<file path="src/kll_pkg.sv">
`timescale 1ns / 1ps
// ----------------------------------------------------------------------------
// Keyword lexer package
// Shared widths, codes, character constants and the token record.
// ----------------------------------------------------------------------------
package kll_pkg;

   localparam int NUMBER_BITS     = 63;
   localparam int MAX_NAME_LENGTH = 255;
   localparam int NAME_CNT_W      = $clog2(MAX_NAME_LENGTH + 1);
   localparam int LEN_W           = 8;
   localparam int LEN_MAX         = (1 << LEN_W) - 1;
   localparam int WIN_W           = 48;
   localparam int KIND_W          = 5;
   localparam int DETAIL_W        = 2;
   localparam int CHAR_W          = 8;
   localparam int REQ_DATA_W      = 8;
   localparam int RSP_PAY_W       = DETAIL_W + NUMBER_BITS + 1 + LEN_W;
   localparam int RSP_DATA_W      = ((RSP_PAY_W + 7) / 8) * 8;

   localparam logic [NUMBER_BITS-1:0] NUMBER_MAX = {NUMBER_BITS{1'b1}};
   localparam logic [WIN_W-1:0]       WIN_FULL   = {WIN_W{1'b1}};

   // lower-cased keyword text, one character per byte, last char lowest
   localparam logic [WIN_W-1:0] KW_DEF    = WIN_W'("def");
   localparam logic [WIN_W-1:0] KW_IF     = WIN_W'("if");
   localparam logic [WIN_W-1:0] KW_WHL    = WIN_W'("while");
   localparam logic [WIN_W-1:0] KW_FOR    = WIN_W'("for");
   localparam logic [WIN_W-1:0] KW_RET    = WIN_W'("return");
   localparam logic [WIN_W-1:0] KW_VOID   = WIN_W'("void");
   localparam logic [WIN_W-1:0] KW_INT    = WIN_W'("int");
   localparam logic [WIN_W-1:0] KW_CHAR   = WIN_W'("char");
   localparam logic [WIN_W-1:0] KW_TRUE   = WIN_W'("true");
   localparam logic [WIN_W-1:0] KW_FALSE  = WIN_W'("false");

   localparam logic [CHAR_W-1:0] CH_HASH     = "#";
   localparam logic [CHAR_W-1:0] CH_LF       = 8'h0A;
   localparam logic [CHAR_W-1:0] CH_CR       = 8'h0D;
   localparam logic [CHAR_W-1:0] CH_TAB      = 8'h09;
   localparam logic [CHAR_W-1:0] CH_SPACE    = " ";
   localparam logic [CHAR_W-1:0] CH_LPAREN   = "(";
   localparam logic [CHAR_W-1:0] CH_RPAREN   = ")";
   localparam logic [CHAR_W-1:0] CH_LBRACE   = "{";
   localparam logic [CHAR_W-1:0] CH_RBRACE   = "}";
   localparam logic [CHAR_W-1:0] CH_LBRACKET = "[";
   localparam logic [CHAR_W-1:0] CH_RBRACKET = "]";
   localparam logic [CHAR_W-1:0] CH_SEMI     = ";";
   localparam logic [CHAR_W-1:0] CH_COLON    = ":";
   localparam logic [CHAR_W-1:0] CH_COMMA    = ",";
   localparam logic [CHAR_W-1:0] CH_PLUS     = "+";
   localparam logic [CHAR_W-1:0] CH_MINUS    = "-";
   localparam logic [CHAR_W-1:0] CH_STAR     = "*";
   localparam logic [CHAR_W-1:0] CH_SLASH    = "/";
   localparam logic [CHAR_W-1:0] CH_ZERO     = "0";
   localparam logic [CHAR_W-1:0] CH_NINE     = "9";
   localparam logic [CHAR_W-1:0] CH_LOWER_A  = "a";
   localparam logic [CHAR_W-1:0] CH_LOWER_Z  = "z";
   localparam logic [CHAR_W-1:0] CH_UPPER_A  = "A";
   localparam logic [CHAR_W-1:0] CH_UPPER_Z  = "Z";
   localparam logic [CHAR_W-1:0] CASE_BIT    = 8'h20;

   localparam logic [DETAIL_W-1:0] DT_VOID    = 2'd0;
   localparam logic [DETAIL_W-1:0] DT_INT     = 2'd1;
   localparam logic [DETAIL_W-1:0] DT_CHAR    = 2'd2;
   localparam logic [DETAIL_W-1:0] BOOL_FALSE = 2'd0;
   localparam logic [DETAIL_W-1:0] BOOL_TRUE  = 2'd1;
   localparam logic [DETAIL_W-1:0] OP_ADD     = 2'd0;
   localparam logic [DETAIL_W-1:0] OP_SUB     = 2'd1;
   localparam logic [DETAIL_W-1:0] OP_MUL     = 2'd2;
   localparam logic [DETAIL_W-1:0] OP_DIV     = 2'd3;

   typedef enum logic [2:0] {
      MODE_IDLE    = 3'd0,
      MODE_NAME    = 3'd1,
      MODE_NUMBER  = 3'd2,
      MODE_COMMENT = 3'd3
   } scan_mode_type;

   typedef enum logic [KIND_W-1:0] {
      KIND_IDENT    = 5'd0,
      KIND_DEF      = 5'd1,
      KIND_IF       = 5'd2,
      KIND_WHILE    = 5'd3,
      KIND_FOR      = 5'd4,
      KIND_RETURN   = 5'd5,
      KIND_DATATYPE = 5'd6,
      KIND_BOOL     = 5'd7,
      KIND_NUMBER   = 5'd8,
      KIND_LPAREN   = 5'd9,
      KIND_RPAREN   = 5'd10,
      KIND_LBRACE   = 5'd11,
      KIND_RBRACE   = 5'd12,
      KIND_LBRACKET = 5'd13,
      KIND_RBRACKET = 5'd14,
      KIND_SEMI     = 5'd15,
      KIND_COLON    = 5'd16,
      KIND_COMMA    = 5'd17,
      KIND_BINOP    = 5'd18,
      KIND_INVALID  = 5'd19,
      KIND_END      = 5'd20
   } token_kind_type;

   typedef struct packed {
      token_kind_type         kind;
      logic [DETAIL_W-1:0]    detail;
      logic [NUMBER_BITS-1:0] value;
      logic                   overflow;
      logic [LEN_W-1:0]       name_length;
      logic                   last;
   } token_type;

   // up to two tokens produced by one character, oldest in t0
   typedef struct packed {
      logic [1:0] count;
      token_type  t0;
      token_type  t1;
   } token_pair_type;

   function automatic logic is_space(input logic [CHAR_W-1:0] c);
      return (c == CH_SPACE) || ((c >= CH_TAB) && (c <= CH_CR));
   endfunction

   function automatic logic is_letter(input logic [CHAR_W-1:0] c);
      return ((c >= CH_LOWER_A) && (c <= CH_LOWER_Z)) ||
             ((c >= CH_UPPER_A) && (c <= CH_UPPER_Z));
   endfunction

   function automatic logic is_digit(input logic [CHAR_W-1:0] c);
      return (c >= CH_ZERO) && (c <= CH_NINE);
   endfunction

endpackage

</file>
<file path="src/kll_scan.sv">
`timescale 1ns / 1ps
// ----------------------------------------------------------------------------
// Keyword lexer scanner
// Holds the scan state and turns one character into zero to two tokens.
// ----------------------------------------------------------------------------
module kll_scan (
   input  logic                             clock,
   input  logic                             reset,
   input  logic                             fire,
   input  logic [kll_pkg::CHAR_W-1:0]       char_code,
   input  logic                             end_of_input,
   output kll_pkg::token_pair_type          tokens
);
   import kll_pkg::*;

   scan_mode_type          mode_ff, mode_in;
   logic [WIN_W-1:0]       win_ff, win_in;
   logic [NAME_CNT_W-1:0]  cnt_ff, cnt_in;
   logic [NUMBER_BITS-1:0] acc_ff, acc_in;
   logic                   ovf_ff, ovf_in;

   logic                   letter, digit, alnum;
   logic [CHAR_W-1:0]      lower;
   logic [3:0]             digit_val;
   logic [NAME_CNT_W-1:0]  cnt_add;
   logic [WIN_W-1:0]       win_add;
   logic [NUMBER_BITS+3:0] prod;
   logic                   acc_over;
   logic                   leaving, restart;
   token_type              flush_tok, start_tok, first_tok, second_tok;
   logic                   flush_valid, start_valid, first_v, second_v;

   assign letter    = is_letter(char_code);
   assign digit     = is_digit(char_code);
   assign alnum     = letter || digit;
   assign lower     = letter ? (char_code | CASE_BIT) : char_code;
   assign digit_val = 4'(char_code - CH_ZERO);

   // name extension: saturating count, window goes all ones past six chars
   assign cnt_add = (32'(cnt_ff) < MAX_NAME_LENGTH) ? NAME_CNT_W'(cnt_ff + 1'b1) : cnt_ff;
   assign win_add = ((win_ff == WIN_FULL) || (win_ff[WIN_W-1 -: CHAR_W] != '0))
                    ? WIN_FULL : {win_ff[WIN_W-CHAR_W-1:0], lower};

   // acc * 10 + digit as shifts and two adds; anything above the range overflows
   assign prod = ({4'b0, acc_ff} << 3) + ({4'b0, acc_ff} << 1)
                 + (NUMBER_BITS+4)'(digit_val);
   assign acc_over = ovf_ff || (prod[NUMBER_BITS+3:NUMBER_BITS] != 4'd0);

   assign leaving = ((mode_ff == MODE_NAME) && !alnum) ||
                    ((mode_ff == MODE_NUMBER) && !digit);
   assign restart = leaving || (mode_ff == MODE_IDLE);

   // next state
   always_comb begin
      mode_in = mode_ff;
      win_in  = win_ff;
      cnt_in  = cnt_ff;
      acc_in  = acc_ff;
      ovf_in  = ovf_ff;
      if (end_of_input) begin
         mode_in = MODE_IDLE;
         win_in  = '0;
         cnt_in  = '0;
         acc_in  = '0;
         ovf_in  = 1'b0;
      end else if (mode_ff == MODE_COMMENT) begin
         if ((char_code == CH_LF) || (char_code == CH_CR)) begin
            mode_in = MODE_IDLE;
         end
      end else if ((mode_ff == MODE_NAME) && alnum) begin
         cnt_in = cnt_add;
         win_in = win_add;
      end else if ((mode_ff == MODE_NUMBER) && digit) begin
         acc_in = acc_over ? NUMBER_MAX : prod[NUMBER_BITS-1:0];
         ovf_in = acc_over;
      end else begin
         // start fresh from this character
         mode_in = MODE_IDLE;
         win_in  = '0;
         cnt_in  = '0;
         acc_in  = '0;
         ovf_in  = 1'b0;
         if (letter) begin
            mode_in = MODE_NAME;
            cnt_in  = NAME_CNT_W'(1);
            win_in  = WIN_W'(lower);
         end else if (digit) begin
            mode_in = MODE_NUMBER;
            acc_in  = NUMBER_BITS'(digit_val);
         end else if (char_code == CH_HASH) begin
            mode_in = MODE_COMMENT;
         end
      end
   end

   // token of the pending name or number
   always_comb begin
      flush_tok   = '0;
      flush_valid = (mode_ff == MODE_NAME) || (mode_ff == MODE_NUMBER);
      if (mode_ff == MODE_NUMBER) begin
         flush_tok.kind     = KIND_NUMBER;
         flush_tok.value    = acc_ff;
         flush_tok.overflow = ovf_ff;
      end else begin
         flush_tok.name_length = (32'(cnt_ff) > LEN_MAX) ? LEN_W'(LEN_MAX) : LEN_W'(cnt_ff);
         case (win_ff)
            KW_DEF:    flush_tok.kind = KIND_DEF;
            KW_IF:     flush_tok.kind = KIND_IF;
            KW_WHL:    flush_tok.kind = KIND_WHILE;
            KW_FOR:    flush_tok.kind = KIND_FOR;
            KW_RET:    flush_tok.kind = KIND_RETURN;
            KW_VOID: begin
               flush_tok.kind   = KIND_DATATYPE;
               flush_tok.detail = DT_VOID;
            end
            KW_INT: begin
               flush_tok.kind   = KIND_DATATYPE;
               flush_tok.detail = DT_INT;
            end
            KW_CHAR: begin
               flush_tok.kind   = KIND_DATATYPE;
               flush_tok.detail = DT_CHAR;
            end
            KW_TRUE: begin
               flush_tok.kind   = KIND_BOOL;
               flush_tok.detail = BOOL_TRUE;
            end
            KW_FALSE: begin
               flush_tok.kind   = KIND_BOOL;
               flush_tok.detail = BOOL_FALSE;
            end
            default:   flush_tok.kind = KIND_IDENT;
         endcase
      end
   end

   // single-character token, if this character makes one
   always_comb begin
      start_tok   = '0;
      start_valid = !(is_space(char_code) || alnum || (char_code == CH_HASH));
      case (char_code)
         CH_LPAREN:   start_tok.kind = KIND_LPAREN;
         CH_RPAREN:   start_tok.kind = KIND_RPAREN;
         CH_LBRACE:   start_tok.kind = KIND_LBRACE;
         CH_RBRACE:   start_tok.kind = KIND_RBRACE;
         CH_LBRACKET: start_tok.kind = KIND_LBRACKET;
         CH_RBRACKET: start_tok.kind = KIND_RBRACKET;
         CH_SEMI:     start_tok.kind = KIND_SEMI;
         CH_COLON:    start_tok.kind = KIND_COLON;
         CH_COMMA:    start_tok.kind = KIND_COMMA;
         CH_PLUS: begin
            start_tok.kind   = KIND_BINOP;
            start_tok.detail = OP_ADD;
         end
         CH_MINUS: begin
            start_tok.kind   = KIND_BINOP;
            start_tok.detail = OP_SUB;
         end
         CH_STAR: begin
            start_tok.kind   = KIND_BINOP;
            start_tok.detail = OP_MUL;
         end
         CH_SLASH: begin
            start_tok.kind   = KIND_BINOP;
            start_tok.detail = OP_DIV;
         end
         default:     start_tok.kind = KIND_INVALID;
      endcase
   end

   // order the tokens and mark the final one
   always_comb begin
      first_tok       = flush_tok;
      first_v         = flush_valid && (end_of_input || leaving);
      second_tok      = start_tok;
      second_v        = !end_of_input && restart && start_valid;
      if (end_of_input) begin
         second_tok      = '0;
         second_tok.kind = KIND_END;
         second_v        = 1'b1;
      end
      tokens = '0;
      if (first_v) begin
         tokens.t0    = first_tok;
         tokens.t1    = second_tok;
         tokens.count = second_v ? 2'd2 : 2'd1;
         if (second_v) begin
            tokens.t1.last = 1'b1;
         end else begin
            tokens.t0.last = 1'b1;
         end
      end else begin
         tokens.t0      = second_tok;
         tokens.t0.last = 1'b1;
         tokens.count   = second_v ? 2'd1 : 2'd0;
      end
   end

   always_ff @(posedge clock) begin
      if (reset) begin
         mode_ff <= MODE_IDLE;
         win_ff  <= '0;
         cnt_ff  <= '0;
         acc_ff  <= '0;
         ovf_ff  <= 1'b0;
      end else if (fire) begin
         mode_ff <= mode_in;
         win_ff  <= win_in;
         cnt_ff  <= cnt_in;
         acc_ff  <= acc_in;
         ovf_ff  <= ovf_in;
      end
   end

endmodule

</file>
<file path="src/kll_rspq.sv">
`timescale 1ns / 1ps
// ----------------------------------------------------------------------------
// Keyword lexer result queue
// Two-entry token buffer; loads a token pair when empty, drains one per cycle while pop is high.
// ----------------------------------------------------------------------------
module kll_rspq (
   input  logic                    clock,
   input  logic                    reset,
   input  logic                    push,
   input  kll_pkg::token_pair_type pair,
   input  logic                    pop,
   output kll_pkg::token_type      head,
   output logic                    head_valid,
   output logic                    room
);
   import kll_pkg::*;

   token_type  e0_ff, e0_in, e1_ff, e1_in;
   logic [1:0] cnt_ff, cnt_in;

   assign head       = e0_ff;
   assign head_valid = (cnt_ff != 2'd0);
   // empty by the end of this cycle
   assign room       = (cnt_ff == 2'd0) || ((cnt_ff == 2'd1) && pop);

   always_comb begin
      e0_in  = e0_ff;
      e1_in  = e1_ff;
      cnt_in = cnt_ff;
      if (push) begin
         e0_in  = pair.t0;
         e1_in  = pair.t1;
         cnt_in = pair.count;
      end else if (pop) begin
         e0_in  = e1_ff;
         cnt_in = 2'(cnt_ff - 2'd1);
      end
   end

   always_ff @(posedge clock) begin
      if (reset) begin
         cnt_ff <= 2'd0;
      end else begin
         cnt_ff <= cnt_in;
      end
   end

   always_ff @(posedge clock) begin
      e0_ff <= e0_in;
      e1_ff <= e1_in;
   end

endmodule

</file>
<file path="src/keyword_lexer_tokenizer_unit.sv">
`timescale 1ns / 1ps
// ----------------------------------------------------------------------------
// Keyword lexer tokenizer unit
// Streams character bytes in and tokens out: names, keywords, numbers,
// punctuation, operators, invalid bytes and an end token.
// ----------------------------------------------------------------------------
//
//  channel | direction | tdata                       | tuser      | tlast
//  --------+-----------+-----------------------------+------------+-------------
//  req_    | in        | char_code                   | -          | end_of_input
//  rsp_    | out       | detail, number_value,       | token_kind | last token
//          |           | number_overflow, name_length|            | of the byte
//
//  One byte is taken per cycle while each byte yields at most one token and
//  rsp_tready stays high; a byte that yields two tokens holds the next byte
//  until the two-entry result queue, draining one token per cycle, pops its
//  last token. A byte crosses the input register and the result queue before
//  its first token shows. Reset (synchronous, active high) returns the
//  scanner to idle between tokens and empties the input register and the
//  result queue. While a token waits on rsp_, the input register holds at
//  most one byte and req_tready drops until the queue can drain.
// ----------------------------------------------------------------------------
module keyword_lexer_tokenizer_unit (
   input  logic                                clock,
   input  logic                                reset,
   // req_tdata: [7:0] char_code
   input  logic                                req_tvalid,
   output logic                                req_tready,
   input  logic [kll_pkg::REQ_DATA_W-1:0]      req_tdata,
   input  logic                                req_tlast,
   // rsp_tdata: [1:0] detail, [64:2] number_value, [65] number_overflow,
   //            [73:66] name_length, [79:74] zero
   output logic                                rsp_tvalid,
   input  logic                                rsp_tready,
   output logic [kll_pkg::RSP_DATA_W-1:0]      rsp_tdata,
   // rsp_tuser: [4:0] token_kind
   output logic [kll_pkg::KIND_W-1:0]          rsp_tuser,
   output logic                                rsp_tlast
);
   import kll_pkg::*;

   logic              in_valid_ff, in_valid_in;
   logic [CHAR_W-1:0] in_char_ff;
   logic              in_eoi_ff;

   logic              fire;
   logic              pop;
   logic              room;
   token_pair_type    pair;
   token_type         head;

   // advance a byte into the scanner once the result queue will be empty
   assign fire       = in_valid_ff && room;
   assign req_tready = !in_valid_ff || fire;
   assign pop        = rsp_tvalid && rsp_tready;

   always_comb begin
      in_valid_in = in_valid_ff;
      if (req_tready) begin
         in_valid_in = req_tvalid;
      end
   end

   always_ff @(posedge clock) begin
      if (reset) begin
         in_valid_ff <= 1'b0;
      end else begin
         in_valid_ff <= in_valid_in;
      end
   end

   // hold the byte until the scanner takes it
   always_ff @(posedge clock) begin
      if (req_tvalid && req_tready) begin
         in_char_ff <= req_tdata[CHAR_W-1:0];
         in_eoi_ff  <= req_tlast;
      end
   end

   kll_scan u_scan (
      .clock        (clock),
      .reset        (reset),
      .fire         (fire),
      .char_code    (in_char_ff),
      .end_of_input (in_eoi_ff),
      .tokens       (pair)
   );

   kll_rspq u_rspq (
      .clock      (clock),
      .reset      (reset),
      .push       (fire),
      .pair       (pair),
      .pop        (pop),
      .head       (head),
      .head_valid (rsp_tvalid),
      .room       (room)
   );

   // pack the head token onto the result channel
   assign rsp_tdata = {(RSP_DATA_W - RSP_PAY_W)'(0), head.name_length, head.overflow,
                       head.value, head.detail};
   assign rsp_tuser = head.kind;
   assign rsp_tlast = head.last;

   // a byte enters the scanner only when no token waits or the waiting one is taken
   assert property (@(posedge clock) disable iff (reset)
      fire |-> (!rsp_tvalid || rsp_tready))
      else $error("scanner fired while a token still waited");

   // end of input always yields at least the end token
   assert property (@(posedge clock) disable iff (reset)
      (fire && in_eoi_ff) |=> rsp_tvalid)
      else $error("end of input produced no token");

   // the end token is always the final token of its byte
   assert property (@(posedge clock) disable iff (reset)
      (rsp_tvalid && (rsp_tuser == KIND_END)) |-> rsp_tlast)
      else $error("end token not marked last");

   // only number tokens carry a value or an overflow flag
   assert property (@(posedge clock) disable iff (reset)
      (rsp_tvalid && (rsp_tuser != KIND_NUMBER)) |->
         ((head.value == '0) && !head.overflow))
      else $error("non-number token carries a value");

endmodule

</file>
<file path="config.mk">
export PLATFORM = sky130hd
export DESIGN_NAME = keyword_lexer_tokenizer_unit
export DESIGN_NICKNAME = d
export VERILOG_FILES = /design/src/kll_pkg.sv /design/src/kll_scan.sv /design/src/kll_rspq.sv /design/src/keyword_lexer_tokenizer_unit.sv
export SDC_FILE = /design/constraint.sdc
export NUM_CORES = 1
export LEC_CHECK = 0
export BUFFER_PORTS_ARGS = -buffer_cell sky130_fd_sc_hd__buf_2
export CAP_MARGIN = 20
export CORE_ASPECT_RATIO = 1.25
export CORE_MARGIN = 2
export CORE_UTILIZATION = 60
export CTS_CLUSTER_DIAMETER = 200
export DETAILED_ROUTE_END_ITERATION = 6
export PLACE_DENSITY = 0.84
export SLEW_MARGIN = 5
export SYNTH_ARGS = -nofsm -noshare
export SYNTH_HDL_FRONTEND = slang
export SYNTH_SLANG_ARGS = --single-unit
</file>
<file path="constraint.sdc">
create_clock -name clock -period 4.9 [get_ports clock]
set_input_delay 1.47 -clock clock [delete_from_list [all_inputs] [get_ports clock]]
set_output_delay 1.47 -clock clock [all_outputs]
set_load 0.02 [all_outputs]
</file>
==> impl_metrics.yaml, run 1 <==
floorplanning:
  core_sq_mm: 0.0231
  die_width_um: 142
  dieArea_sq_mm: 0.0249
  fp.dieH_um: 176
  start_util: 0.614
  placementRows: 62
  pin_count: 101
timing:
  hold_violations: 0
  slew_viol_final: 0
  period_minus_slack_ps: 4620
  rsz0062_at_grt: "no"
  worstMarginPinSlew_ps: 985
  setup_ws_ps: 279
  fmax_mhz: 216
  fin_skew_ps: 9.76
  fin_setup_tns_ps: 0
  fin_crit_sh: 0.943
  slew_headroom: 0.340
  final-setup-viol-count: 0
cts:
  cts_buffer_depth: 3
  cts_setup_buffers: 0
  cts.clk_slew.worst_paths_ps: 60
  cts.sinks: 222
  clkLatencyLatePin_ps: 530
  cts_tree: "built"
  cts_made_buffers: 23
  cts_root_buf: "clkbuf_16"
  hold_buffers: 0
  postCtsResizedCells: 0
  htree_num_levels: 1
place:
  io_buffers: 94
  post-dp-hpwl_um: 26400
  gp_congestion: 0.961
  place_area_sq_mm: 0.0149
  dp_worst_setup_slack_ps: 327
critical_path:
  crit_path_end_kind: "flip-flop"
  cp_slowest_cell: "fa_1"
  r2r_slack_ps: 280
  cpMostUsedCell: "fa_1"
  crit_required_ps: 5320
  arrival_ps: 5040
  critPathMaxStageDelay_ps: 550
  critical-path-top-delay-family: "compound AO/OA/AOI/OAI gates"
  crit_chain: "fa_1, fa_1, a211oi_1, o21ai_2, o2111a_1, nor3_1, o41a_1, o41ai_4, a31oi_1, xor2_4, buf_4, a41oi_1, a21o_1"
  regToRegStartpoint: "in_char_ff[3]$_DFFE_PP_"
  path_class: "reg -> reg"
  setup.worst_path.start_class: "flip-flop"
  crit_buf_inv: 1
  crit_fanout: 15
  r2r-end: "u_scan.acc_ff[3]$_SDFFE_PP0P_"
  worst_r2r_path_depth: 13
global_route:
  antenna_found_initial: 0
  grt_max_degree: 81
  grt_pass1_vias: 12000
  overflow: 0
  track_usage: 0.287
  grt_pass1_wl_um: 58500
logic_synthesis:
  synth_area_leader_cell: "edfxtp_1"
  ys_top_cells_by_count: "nand2_1 (169), a21oi_1 (152), ha_1 (134)"
  synth_seq_cells: 222
  async_flop_share: 0
  dominantRegCellSynth: "dfxtp_1"
  syn_area_per_cell_sq_um: 8.94
  yosysMostFrequentCell: "nand2_1"
  synth.area.top_cells: "edfxtp_1 (21%), dfxtp_1 (18%), ha_1 (12%), a21oi_1 (5.4%), nand2_1 (4.5%)"
  synthCells: 1587
  yosysSeqAreaShare: 0.382
  synth_cell_type_count: 83
  yosysWarnings: 0
  netlist_area_sq_mm: 0.0142
  synth_edf_count: 97
  yosys.area.top_type_share: 0.205
finish:
  regArea_sq_mm: 0.00542
  final_util: 0.676
  fin_area_sq_mm: 0.0156
  diodes: 0
  nNetsFinal: 1786
  multi_input_area_sq_mm: 0.00832
  area_delta_synth_final_pct: 10.1
  drive_above_1_share: 0.107
  fillers: 1905
drt:
  dr.pass1.iters: 5
  num_vias: 12200
  wl_um: 36000
  drt-vias-per-instance: 6.31
  routedWlPerCell_um: 18.6
  antenna_left: 0
  drc_errors: 0
  drtIter0Drc: 805
power:
  p_per_area_mw_per_mm2: 284
  power_mw: 4.43
  leakagePower_nw: 6.72
  vdd_drop_max_mv: 0.309
hold_path:
  hold_end: "u_scan.win_ff[43]$_SDFFE_PP0P_"
  min_path_type: "reg -> reg"
  whs_path_depth: 2
  hp-start: "u_scan.win_ff[43]$_SDFFE_PP0P_"
job:
  drv_cap: 0
status:
  status: "complete, no violations"
-- worst register-to-register path, stage by stage, from the launching register on --
cell and delay, ps:
edfxtp_1 420, fa_1 550, fa_1 500, a211oi_1 290
o21ai_2 150, o2111a_1 290, nor3_1 350, o41a_1 350
o41ai_4 120, a31oi_1 370, xor2_4 480, buf_4 310
a41oi_1 140, a21o_1 190
-- logic make-up (layout without fill, tap and decap cells) --
| group | after synthesis | count (layout) | share of synthesized area |
|---|---|---|---|
| buffers and inverters | 126 | 188 | 0.0369 |
| and+or+nand+nor | 518 | 518 | 0.180 |
| DFF | 222 | 222 | 0.382 |
| muxes | 5 | 5 | 0.00370 |
| AOI/OAI and AO/OA | 513 | 513 | 0.235 |
| other | 1 | 6 | 0.000264 |
| xor gates and xnor gates | 66 | 66 | 0.0407 |
| adders and majority gates | 136 | 136 | 0.121 |
-- how the worst max path moves through the flow --
stage | start | endpoint | slack, ps | cells after the start
after floorplan | rsp_tready | u_rspq.head[0]$_DFFE_PP_ | 380 | 5
after global placement | in_char_ff[3]$_DFFE_PP_ | u_scan.acc_ff[1]$_SDFFE_PP0P_ | 460 | 13
after detailed placement | in_char_ff[3]$_DFFE_PP_ | u_scan.acc_ff[3]$_SDFFE_PP0P_ | 330 | 13
after CTS | in_char_ff[3]$_DFFE_PP_ | u_scan.acc_ff[3]$_SDFFE_PP0P_ | 300 | 13
after global routing | in_char_ff[3]$_DFFE_PP_ | u_scan.acc_ff[3]$_SDFFE_PP0P_ | 80 | 13
final | in_char_ff[3]$_DFFE_PP_ | u_scan.acc_ff[3]$_SDFFE_PP0P_ | 280 | 13
-- placed cells by master, fill, tap and decap left out, types with 4 or more instances in the layout --
cell type / instances
nor2b_1: 11
nor4_1: 16
a41oi_1: 6
o21a_1: 7
o21ai_0: 75
xnor2_1: 31
and2_1: 79
buf_2: 94
clkinv_2: 4
nand3b_1: 6
o21bai_1: 11
nand4b_1: 5
nor2_1: 97
a21boi_0: 4
clkinv_1: 6
inv_1: 28
xor2_1: 34
a21o_1: 81
or3_1: 8
a21oi_1: 152
nor3_1: 36
nand4_1: 29
nand3_1: 24
a31oi_1: 63
clkbuf_1: 4
buf_4: 20
conb_1: 6
a221oi_1: 4
clkbuf_16: 23
and3_1: 5
a31o_2: 4
edfxtp_1: 97
nand2b_1: 11
o31ai_1: 6
dfxtp_1: 125
ha_1: 134
a211oi_1: 10
nand2_1: 168
o211ai_1: 48
-- stage by stage --
| step | instances | hold slack, ps |
|---|---|---|
| after global placement | 1899 | 441 |
| final | 1942 | 453 |
| after floorplan | 1592 | 432 |
| after global routing | 1942 | 468 |
| after CTS | 1941 | 455 |
| after detailed placement | 1899 | 448 |
-- sequential cells by signal (all words and copies together), names as in the netlist --
name,flops
in_char_ff,8
u_rspq.head,80
u_rspq.e1_ff,8
u_rspq.cnt_ff,2
u_scan.ovf_ff,1
in_eoi_ff,1
u_scan.mode_ff,2
u_scan.acc_ff,63
in_valid_ff,1
u_scan.cnt_ff,8
u_scan.win_ff,48
-- cell type report --
type | instances | share of cell area
Tap cell | 288 | 0.0231
Multi-Input combinational cell | 1244 | 0.533
Sequential cell | 222 | 0.347
Clock inverter | 15 | 0.00985
Inverter | 30 | 0.00721
Clock buffer | 27 | 0.0378
Timing Repair Buffer | 116 | 0.0428
-- report_power, final --
group	internal, mW	leakage (nW)	switching [mW]
Clock	1.02	0.363	0.740
Sequential	2.10	1.95	0.0484
Combinational	0.137	4.40	0.390
Total	3.25	6.72	1.18
-- routing by layer --
| metal | global-route usage | share of wire | vias to the layer above |
|---|---|---|---|
| met5 | 0 | 0 | - |
| li1 | - | - | 5977 |
| met1 | 0.334 | 0.39 | 5737 |
| met2 | 0.524 | 0.51 | 411 |
| met4 | 0.133 | 0.046 | 0 |
| met3 | 0.0331 | 0.053 | 123 |
No activity file was read; power rests on OpenSTA's default activity.
==> run 2, diff against run 1 <==
--- a/config.mk
+++ b/config.mk
@@ -7,12 +7,14 @@
 export LEC_CHECK = 0
 export BUFFER_PORTS_ARGS = -buffer_cell sky130_fd_sc_hd__buf_2
 export CAP_MARGIN = 20
+export CELL_PAD_IN_SITES_DETAIL_PLACEMENT = 1
+export CELL_PAD_IN_SITES_GLOBAL_PLACEMENT = 2
 export CORE_ASPECT_RATIO = 1.25
 export CORE_MARGIN = 2
-export CORE_UTILIZATION = 60
+export CORE_UTILIZATION = 38
 export CTS_CLUSTER_DIAMETER = 200
 export DETAILED_ROUTE_END_ITERATION = 6
-export PLACE_DENSITY = 0.84
+export PLACE_DENSITY = 0.85
 export SLEW_MARGIN = 5
 export SYNTH_ARGS = -nofsm -noshare
 export SYNTH_HDL_FRONTEND = slang
==> run 2 against run 1 <==
Clock skew grew 8.8 ps. Wire length up 19%. Power increased by 5.1%. Sequential power about the same. Combinational power rose by 4%. Core utilization is 24 points lower. Sequential share of layout area fell by 0.75 points. Via count rose by 0.49%. Clock power grew 11%. Cell count is 10% higher. Fmax is 1.7% higher. Critical path type unchanged.
==> impl_metrics.yaml, run 2 (synthesis gave the netlist of run 1 again) <==
status:
  status: "complete, no violations"
global_route:
  grt_max_degree: 81
  antenna_found_initial: 0
  grt_pass1_wl_um: 69100
  overflow: 0
  grt_pass1_vias: 13000
  track_usage: 0.220
floorplanning:
  pin_count: 101
  start_util: 0.383
  core_sq_mm: 0.0371
  dieArea_sq_mm: 0.0389
  placementRows: 79
  fp.dieH_um: 220
  die_width_um: 177
critical_path:
  crit_fanout: 41
  crit_path_end_kind: "flip-flop"
  crit_buf_inv: 1
  cp_slowest_cell: "edfxtp_1"
  arrival_ps: 4970
  crit_chain: "ha_1, ha_1, fa_1, a211oi_1, o21ai_2, o2111a_1, nor3_1, o41a_1, o41ai_4, a31oi_1, xor2_4, buf_6, a31oi_1, a21o_1"
  critPathMaxStageDelay_ps: 560
  path_class: "reg -> reg"
  critical-path-top-delay-family: "compound AO/OA/AOI/OAI gates"
  setup.worst_path.start_class: "flip-flop"
  crit_required_ps: 5330
job:
  drv_cap: 0
drt:
  antenna_left: 0
  dr.pass1.iters: 5
  drc_errors: 0
  drtIter0Drc: 625
  num_vias: 12300
  wl_um: 42800
  drt-vias-per-instance: 5.75
  routedWlPerCell_um: 20.0
finish:
  final_common_cell: "nand2_1"
  largest_reg_flops: 80
  final_util: 0.431
  drive_above_1_share: 0.110
  diodes: 0
  layout_common_cells: "nand2_1 (168), a21oi_1 (152), ha_1 (134)"
  nNetsFinal: 1786
  area_delta_synth_final_pct: 12.5
  fin_area_sq_mm: 0.0160
  fin_cells: 2141
cts:
  cts_setup_buffers: 0
  hold_buffers: 0
  cts_made_buffers: 25
  htree_num_levels: 1
  cts.clk_slew.worst_paths_ps: 60
  cts_tree: "built"
  clkLatencyLatePin_ps: 550
  cts_root_buf: "clkbuf_16"
  cts.sinks: 222
  cts_buffer_depth: 3
timing:
  worstMarginPinSlew_ps: 801
  period_minus_slack_ps: 4540
  fin_crit_sh: 0.927
  setup_ws_ps: 355
  slew_viol_final: 0
  final-setup-viol-count: 0
  holdWs_ps: 458
  fmax_mhz: 220
  hold_violations: 0
  fin_setup_tns_ps: 0
  rsz0062_at_grt: "no"
  slew_headroom: 0.461
  fin_skew_ps: 18.6
place:
  gp_congestion: 0.876
  io_buffers: 94
  post-dp-hpwl_um: 31000
  dp.cells: 2095
  place_area_sq_mm: 0.0151
  dp_worst_setup_slack_ps: 281
hold_path:
  min_path_type: "reg -> reg"
power:
  p_per_area_mw_per_mm2: 292
  vdd_drop_max_mv: 0.230
  power_mw: 4.66
  leakagePower_nw: 6.77
## run 2: cell count changes in the layout (fill, tap and decap cells not counted), sizes merged
cell    previous run  this run
clkinv            10         7
clkbuf            27        33
buf              116       114
## run 2: worst min-delay path, stage by stage (launching register included)
cell and delay, ps:
dfxtp_1 310, nand2_1 60, a21oi_1 50
## run 2: routing by layer
metal,share of wire,global-route usage,vias up
li1,-,-,5963
met1,0.42,0.257,6059
met2,0.52,0.412,201
met3,0.027,0.0229,85
met4,0.033,0.0810,0
met5,0,0,-
## run 2: final timing paths
kind | depth (start not counted) | slack, ps | from | endpoint
max | 14 | 360 | in_char_ff[1]$_DFFE_PP_ | u_scan.acc_ff[37]$_SDFFE_PP0P_
min | 2 | 460 | u_scan.win_ff[42]$_SDFFE_PP0P_ | u_scan.win_ff[42]$_SDFFE_PP0P_
max reg2reg | 14 | 360 | in_char_ff[1]$_DFFE_PP_ | u_scan.acc_ff[37]$_SDFFE_PP0P_
min reg2reg | 2 | 460 | u_scan.win_ff[42]$_SDFFE_PP0P_ | u_scan.win_ff[42]$_SDFFE_PP0P_
## run 2: layout make-up
cell class,instances,area (sq um)
Inverter,30,113
Timing Repair Buffer,114,661
Fill cell,4301,21100
Sequential cell,222,5420
Clock buffer,33,696
Clock inverter,12,148
Tap cell,486,608
Multi-Input combinational cell,1244,8330
## run 2: report_power, final
part / total [mW] / switching (mW) / internal, mW
sequential: 2.15 / 0.0511 / 2.10
clock: 1.96 / 0.806 / 1.16
combinational: 0.546 / 0.406 / 0.139
## run 2: what timing repair did
action,CTS,global route
endpoints found under the hold margin,0,0
setup endpoints to repair,0,12
gates resized for setup,0,2
==> run 3, diff against run 2 <==
--- a/config.mk
+++ b/config.mk
@@ -5,16 +5,17 @@
 export SDC_FILE = /design/constraint.sdc
 export NUM_CORES = 1
 export LEC_CHECK = 0
+export ABC_AREA = 1
 export BUFFER_PORTS_ARGS = -buffer_cell sky130_fd_sc_hd__buf_2
-export CAP_MARGIN = 20
+export CAP_MARGIN = 5
 export CELL_PAD_IN_SITES_DETAIL_PLACEMENT = 1
 export CELL_PAD_IN_SITES_GLOBAL_PLACEMENT = 2
 export CORE_ASPECT_RATIO = 1.25
 export CORE_MARGIN = 2
-export CORE_UTILIZATION = 38
+export CORE_UTILIZATION = 35
 export CTS_CLUSTER_DIAMETER = 200
 export DETAILED_ROUTE_END_ITERATION = 6
-export PLACE_DENSITY = 0.85
+export PLACE_DENSITY = 0.86
 export SLEW_MARGIN = 5
 export SYNTH_ARGS = -nofsm -noshare
 export SYNTH_HDL_FRONTEND = slang
==> run 3 against run 2 <==
Non-clock buffer count down 12. Count of clock-buffer cells in the layout is 5 lower. Clock skew grew 7.5 ps. Combinational power grew to 2.9 times the previous value. Via count rose by 27%. Clock power fell by 5%. Register-to-register slack better by 340 ps. Hold slack improved by 46 ps. Flip-flop and latch count stayed put. Wire length up 33%. Sequential power rose by 20%. Die area increased by 25%.
==> impl_metrics.yaml, run 3 <==
cts:
  cts_tree: "built"
  cts.clk_slew.worst_paths_ps: 60
  cts.sinks: 222
  htree_num_levels: 1
  cts_buffer_depth: 3
  postCtsResizedCells: 0
  cts_root_buf: "clkbuf_16"
  cts_made_buffers: 25
  hold_buffers: 0
  cts_setup_buffers: 0
  clkLatencyLatePin_ps: 560
critical_path:
  arrival_ps: 4660
  crit_path_end_kind: "flip-flop"
  setup.worst_path.start_class: "flip-flop"
  r2r_slack_ps: 690
  path_class: "reg -> reg"
  crit_required_ps: 5350
  crit_fanout: 51
logic_synthesis:
  synth-adder-area-share: 0.104
  synth_compound_area_frac: 0.132
  yosysMostFrequentCell: "nand2_1"
  yosys.area_share.simple: 0.301
  synth_xor_area_frac: 0.0117
  syn_area_per_cell_sq_um: 6.81
  synth_cell_type_count: 54
  synth_top_family_by_area: "simple AND/OR/NAND/NOR gates"
  yosysWarnings: 0
  synth_edf_count: 97
  synth_mux_area_frac: 0
  synth_area_leader_cell: "edfxtp_1"
  netlist_area_sq_mm: 0.0164
  dominantRegCellSynth: "dfxtp_1"
  ys_top_cells_by_count: "nand2_1 (608), inv_1 (402), nor2_1 (273)"
  synthCells: 2414
  synth.area.top_cells: "edfxtp_1 (18%), dfxtp_1 (15%), nand2_1 (14%), ha_1 (10%), inv_1 (9.2%)"
  yosysSeqAreaShare: 0.330
  async_flop_share: 0
  synth_seq_cells: 222
  yosys.area.top_type_share: 0.177
finish:
  drive_above_1_share: 0.0913
  diodes: 0
  area_delta_synth_final_pct: 10.3
  fillers: 5936
  final_common_cell: "nand2_1"
  layout_common_cells: "nand2_1 (607), inv_1 (402), nor2_1 (272)"
  final_util: 0.392
  nNetsFinal: 2628
  largest_reg_flops: 80
floorplanning:
  dieArea_sq_mm: 0.0487
  core_sq_mm: 0.0462
  placementRows: 88
  die_width_um: 198
  fp.dieH_um: 246
  pin_count: 101
  start_util: 0.355
global_route:
  track_usage: 0.234
  overflow: 0
  antenna_found_initial: 0
  grt_pass1_vias: 16500
  grt_pass1_wl_um: 89300
  grt_max_degree: 71
hold_path:
  min_path_type: "reg -> reg"
drt:
  routedWlPerCell_um: 18.4
  drtIter0Drc: 603
  wl_um: 56700
  dr.pass1.iters: 4
  drt-vias-per-instance: 5.08
  drc_errors: 0
  num_vias: 15600
  antenna_left: 0
timing:
  rsz0062_at_grt: "no"
  fin_setup_tns_ps: 0
  slew_headroom: 0.243
  final-setup-viol-count: 0
  fin_skew_ps: 26.1
  worstMarginPinSlew_ps: 1130
  hold_violations: 0
  holdWs_ps: 504
  setup_ws_ps: 694
  slew_viol_final: 0
  period_minus_slack_ps: 4210
  fmax_mhz: 238
  fin_crit_sh: 0.858
status:
  status: "complete, no violations"
power:
  power_mw: 6.01
  p_per_area_mw_per_mm2: 332
  leakagePower_nw: 8.63
  vdd_drop_max_mv: 0.250
place:
  post-dp-hpwl_um: 44900
  gp_congestion: 0.937
  io_buffers: 94
  dp_worst_setup_slack_ps: 682
job:
  drv_cap: 0
run 3: cell types whose count changed in the layout (fill, tap and decap cells not counted), moves of 73 or more:
cell	previous run	this run
nand2_1	168	607
inv_1	28	402
nor2_1	97	272
a21o_1	81	2
and2_1	79	3
nand3_1	24	97
run 3: cell families after synthesis:
group | Yosys count
other | 1
AOI/OAI and AO/OA | 404
buffers and inverters | 485
xor gates and xnor gates | 22
DFF | 222
adders and majority gates | 136
and+or+nand+nor | 1144
run 3: worst max-delay path, stage by stage (launching register included):
cell and delay [ps]:
edfxtp_1 590, fa_1 600, fa_1 530, nand3_1 110, nand3_1 150, nand2_1 130
nand3_2 130, nand2_1 90, nand2_1 90, nand2_1 80, nand3_1 140, nand2_1 90
nand2_1 80, nor2_4 360, nand2_2 120, nand2_4 510, nand3_1 150, nand2_1 90
inv_1 50
run 3: power by group:
| group | internal [mW] | switching, mW | total [mW] |
|---|---|---|---|
| sequential | 2.37 | 0.206 | 2.58 |
| combinational | 0.395 | 1.17 | 1.57 |
| clock | 1.05 | 0.810 | 1.86 |
| total | 3.82 | 2.19 | 6.01 |
run 3: stage by stage:
step / instances / instance area (sq um)
global placement: 3037 / 17300
finish: 3082 / 18100
global route: 3082 / 18100
CTS: 3082 / 18100
detailed placement: 3037 / 17300
floorplan: 2419 / 16400
run 3: layout make-up:
cell class | instances | area (sq um) | area share
clock buffers | 28 | 647 | 0.0357
clock inverters | 17 | 143 | 0.00787
inverters | 416 | 1570 | 0.0869
multi-input cells | 1712 | 9070 | 0.500
flip-flops and latches | 222 | 5420 | 0.299
well taps | 585 | 732 | 0.0404
repair buffers | 102 | 543 | 0.0300
run 3: final timing paths:
check	startpoint	to	cells after the start
hold reg to reg	u_rspq.cnt_ff[1]$_SDFFE_PP0P_	u_rspq.cnt_ff[1]$_SDFFE_PP0P_	2
setup reg to reg	in_char_ff[3]$_DFFE_PP_	u_scan.acc_ff[62]$_SDFFE_PP0P_	18
setup / recovery	in_char_ff[3]$_DFFE_PP_	u_scan.acc_ff[62]$_SDFFE_PP0P_	18
hold / removal	u_rspq.cnt_ff[1]$_SDFFE_PP0P_	u_rspq.cnt_ff[1]$_SDFFE_PP0P_	2
run 3: per-layer routing:
| layer | global-route usage | wire, um |
|---|---|---|
| met1 | 0.254 | 22600 |
| met4 | 0.0924 | 2220 |
| met3 | 0.0214 | 1390 |
| met5 | 0 | 0 |
| met2 | 0.459 | 30500 |
